### src/hdl/drbs_pkg.sv
// package with codes, widths and control types of the dense rank block
`timescale 1ns / 1ps

package drbs_pkg;

	localparam int MODE_W   = 2;
	localparam int RANK_W   = 11;
	localparam int STATUS_W = 2;

	localparam logic [MODE_W-1:0] MODE_CLEAR  = 2'd0;
	localparam logic [MODE_W-1:0] MODE_APPEND = 2'd1;
	localparam logic [MODE_W-1:0] MODE_QUERY  = 2'd2;

	localparam logic [STATUS_W-1:0] STATUS_OK    = 2'd0;
	localparam logic [STATUS_W-1:0] STATUS_FULL  = 2'd1;
	localparam logic [STATUS_W-1:0] STATUS_ORDER = 2'd2;

	typedef enum logic [1:0] {
		ST_IDLE,
		ST_EXEC,
		ST_PROBE,
		ST_DONE
	} state_t;

	typedef struct packed {
		logic load;
		logic exec;
		logic probe;
		logic emit;
	} cmd_t;

	typedef struct packed {
		logic need_search;
		logic more;
		logic slot_free;
	} stat_t;

endpackage

### src/hdl/drbs_ctrl.sv
// controller state machine sequencing accept, execute, search and output
`timescale 1ns / 1ps

module drbs_ctrl (
	input  logic           clk,
	input  logic           arst_n,
	input  logic           in_valid,
	output logic           in_ready,
	input  drbs_pkg::stat_t stat,
	output drbs_pkg::cmd_t  cmd
);

	import drbs_pkg::*;

	state_t state_q;
	state_t state_d;

	always_ff @(posedge clk or negedge arst_n) begin
		if (!arst_n) begin
			state_q <= ST_IDLE;
		end else begin
			state_q <= state_d;
		end
	end

	always_comb begin
		state_d  = state_q;
		cmd      = '0;
		in_ready = 1'b0;
		case (state_q)
			ST_IDLE: begin
				in_ready = 1'b1;
				if (in_valid) begin
					cmd.load = 1'b1;
					state_d  = ST_EXEC;
				end
			end
			ST_EXEC: begin
				cmd.exec = 1'b1;
				state_d  = stat.need_search ? ST_PROBE : ST_DONE;
			end
			ST_PROBE: begin
				cmd.probe = 1'b1;
				if (!stat.more) begin
					state_d = ST_DONE;
				end
			end
			ST_DONE: begin
				if (stat.slot_free) begin
					cmd.emit = 1'b1;
					state_d  = ST_IDLE;
				end
			end
			default: begin
				state_d = ST_IDLE;
			end
		endcase
	end

endmodule

### config.mk
export PLATFORM = sky130hd
export DESIGN_NAME = drbs_ctrl
export DESIGN_NICKNAME = d
export VERILOG_FILES = /design/src/hdl/drbs_pkg.sv /design/src/hdl/drbs_ctrl.sv
export SDC_FILE = /design/constraint.sdc
export NUM_CORES = 1
export LEC_CHECK = 0
export ABC_AREA = 1
export BUFFER_PORTS_ARGS = -buffer_cell sky130_fd_sc_hd__buf_2
export CAP_MARGIN = 5
export CORE_AREA = 2 2 39 41
export CTS_CLUSTER_SIZE = 8
export DETAILED_ROUTE_END_ITERATION = 10
export DIE_AREA = 0 0 41 43
export GPL_TIMING_DRIVEN = 0
export SLEW_MARGIN = 20
export SYNTH_ARGS = -nofsm -noshare
export SYNTH_HDL_FRONTEND = slang
export SYNTH_SLANG_ARGS = --single-unit
### constraint.sdc
create_clock -name clk -period 1.6 [get_ports clk]
set_clock_uncertainty 0.1 [all_clocks]
set_input_delay 0.24 -clock clk [delete_from_list [all_inputs] [get_ports clk]]
set_output_delay 0.24 -clock clk [all_outputs]
set_load 0.03 [all_outputs]
* Yosys cells after proc, flatten, opt, wreduce, memory -nomap -nowiden
Cells that the tools add are included.
** Word-level totals
- ROM bits :: 0
- RAM bits :: 0
- Register bits :: 2
- Latch bits :: 0
- Memories kept :: 0
- Input bits :: 6
** Cells by class
- Add/subtract/negate cells :: 0
- $lt $le $gt $ge :: 0
- Bitwise operators :: 0
- $mul :: 0
- Shift-type cells :: 0
- Mux-type cells :: 12
- Reductions and logical operators :: 2
- Equal/unequal tests :: 6
- Divide/modulo/power cells :: 0
** Operators by type and width (count)
- 2-to-1 mux 1 bit :: 8
- case mux 2 bit (4 select lines) :: 1
- 2-to-1 mux 2 bit :: 3
- != test 2 bit, second input constant :: 3
- equality test 2 bit, second input constant :: 2
- AND reduction 3 bit :: 1
- equality test 2 x 1 -> 1 bit, second input constant :: 1
- logical NOT 2 bit :: 1

* Longest topological paths before layout
- Word-level depth :: 3
- Gate-level depth with buffers :: 7

* Worst setup path after synthesis
Ideal clock, no wire load.
- Kind :: reg-to-output
- Start :: reg state_q[0]
- End :: out cmd[3] in the netlist's numbering
- Arrival time :: 1162 ps
- Buffers on the path :: 0
- Stages on the path, launching flop included :: 5
- Path slack :: 98 ps
- Required time :: 1260 ps
- Cells stage by stage :: dfrtp_1 inv_1 ha_1 nand2_1 inv_1
** RTL lines
- from (decl) :: line drbs_ctrl.sv:15 : state_t state_q;
- from (signal assigned) :: line drbs_ctrl.sv:22 : state_q <= state_d;
- to (decl) :: line drbs_ctrl.sv:10 : output drbs_pkg::cmd_t cmd

==> out/qor.yml <==
utilization: 0.232
ys_ff_latch: 2
core_um2: 1380
synth-edff-count: 0
crit_path_end_kind: "primary output"
critPathLaunchType: "flop"
max_slew_margin: 0.880
track_usage: 0.0562
grt_pass1_wl_um: 593
synth_ff_type: "dfrtp_1"
cts_tree: "done"
synth_cells: 32
cts_buffer_depth: 2
ant_nets: 0
root_buffer: "clkbuf_4"
die_w_um: 41
synthTopCellsByArea: "dfrtp_1 (25%), ha_1 (25%), nand2_1 (24%)"
ys_warn_count: 0
async_reset_ff_frac: 1.00
largest-register: "state_q"
hold_viol_final: 0
cp_data_required_time_ps: 1260
p_per_area_nw_per_um2: 2080
rsz0062_at_grt: "false"
crit_path_max_fanout: 5
cts_sinks: 2
clkLatencyLatePin_ps: 220
overflow: 0
drv_slew: 0
ir_drop_mv: 0.417
drc_errors: 0
critical_path.cell_chain: "inv_2, ha_4, nand2_1, inv_1, buf_4"
synth_top_area_cell: "dfrtp_1"
avgViaCountPerCell: 3.63
leakage_nw: 0.214
syn_area_um2: 204
dp_hpwl_um: 335
syn_avg_cell_area_um2: 6.37
synth_most_common_cell: "nand2_1"
critical-path-max-stage-delay_ps: 420
grt_pass1_vias: 198
nets: 58
max_freq_ghz: 0.672
arrival_ps: 1150
tightest_slew_ps: 180
top_regs: "state_q (2)"
drive_gt1_frac: 0.370
first_pass_iters: 4
numCtsBuffers: 3
dieArea_um2: 1760
gp_congestion: 0.718
yosysTopAreaCellShare: 0.245
finalCritPeriodShare: 0.930
setup_viol: 0
largest_reg_flops: 2
finalWirelength_um: 445
syn2layout_area_growth_pct: 57.7
ys_top_cells_by_count: "nand2_1 (13), inv_1 (9), ha_1 (4), nand3_1 (3), dfrtp_1 (2)"
status: "complete, no violations"
initial_core_util: 0.147
path_class: "flop to primary output"
drtIter0Drc: 4
synthDistinctLibCells: 6
fin_crit_ps: 1490
yosysSeqAreaShare: 0.245
num_vias: 225
diodes: 0
antenna_found_initial: 0
num_rows: 14
worstHoldPathType: "input pin to async pin"
htreeDepth: 1
synth_nets: 42
wl_per_cell_um: 7.18
fin_setup_tns_ps: 0
grt_max_degree: 6
cap_viol_max_count: 0
crit_slowest_cell: "dfrtp_1"
clkTransAtPathRegs_ps: 30
io_buffers: 10
die_h_um: 43
ios: 11
## where the power goes
| part | switching, mW | leakage (nW) | internal, mW |
|---|---|---|---|
| Clock | 0.0288 | 0.0138 | 0.0828 |
| Combinational | 0.280 | 0.177 | 0.160 |
| Sequential | 0.0375 | 0.0240 | 0.0799 |
## path summary, 6_finish.rpt
kind,start,to,slack (ps),cells after the start
hold reg to reg,state_q[1]$_DFFE_PN0P_,state_q[1]$_DFFE_PN0P_,470,2
setup reg to reg,state_q[0]$_DFFE_PN0P_,state_q[0]$_DFFE_PN0P_,370,6
setup / recovery,state_q[0]$_DFFE_PN0P_,cmd[3],110,5
max in group asynchronous,arst_n,state_q[0]$_DFFE_PN0P_,1070,2
hold / removal,arst_n,state_q[1]$_DFFE_PN0P_,230,2
min in group clk,stat[2],state_q[0]$_DFFE_PN0P_,280,6
## what timing repair did
action                                  CTS  global route
endpoints found under the setup margin    1             1
hold buffers                              1             0
pin swaps                                 0             0
resized for setup                         2             3
buffers inserted                          0             0
endpoints found under the hold margin     2             0
gates cloned                              0             0
## routing by layer
layer  up-vias  routed length (um)  global-route usage
met3         0                  47              0.0157
met5         -                   0                   0
met1        95                 163              0.0418
met2        11                 234              0.0875
li1        119                   -                   -
met4         0                   0              0.0800
## through the flow
step                cell area [um^2]  hold slack, ps  instances  power (mW)  setup slack [ps]
floorplan                        204            -156         32       0.429              97.6
global placement                 274           -75.2         58       0.505               257
detailed placement               274           -70.3         58       0.517               226
CTS                              312             216         62       0.651              30.6
global route                     322             240         62       0.751              17.7
finish                           322             228         62       0.669               111
## kinds of logic (layout without fill, tap and decap cells)
logic type                 Yosys count  in the layout  share of synthesized area
and+or+nand+nor                     17             17                      0.344
buffers and inverters                9             23                      0.166
adders and majority gates            4              4                      0.245
DFF                                  2              2                      0.245
## cell type report
type,instances,area [um^2]
clock buffers,3,22.5
fillers,165,1060
inverters,9,33.8
multi-input cells,21,133
flip-flops and latches,2,50.0
well taps,16,20.0
repair buffers,11,62.6
## placed cells by master, fill, tap and decap left out, drive strengths merged
cell	Yosys	routed
nand2	13	13
buf	0	10
inv	9	9
ha	4	4
nand3	3	3
clkbuf	0	3
dfrtp	2	2
nor2	1	1
dlygate4sd3	0	1
## worst max-delay path: cells and delay by family (launching register included)
kind | cells | cell delay (ps)
adder cells (fa/ha/maj) | 1 | 150
buffers and inverters | 3 | 300
flip-flops | 1 | 420
AND/OR/NAND/NOR | 1 | 50
Power figures use the tool's default switching activity.
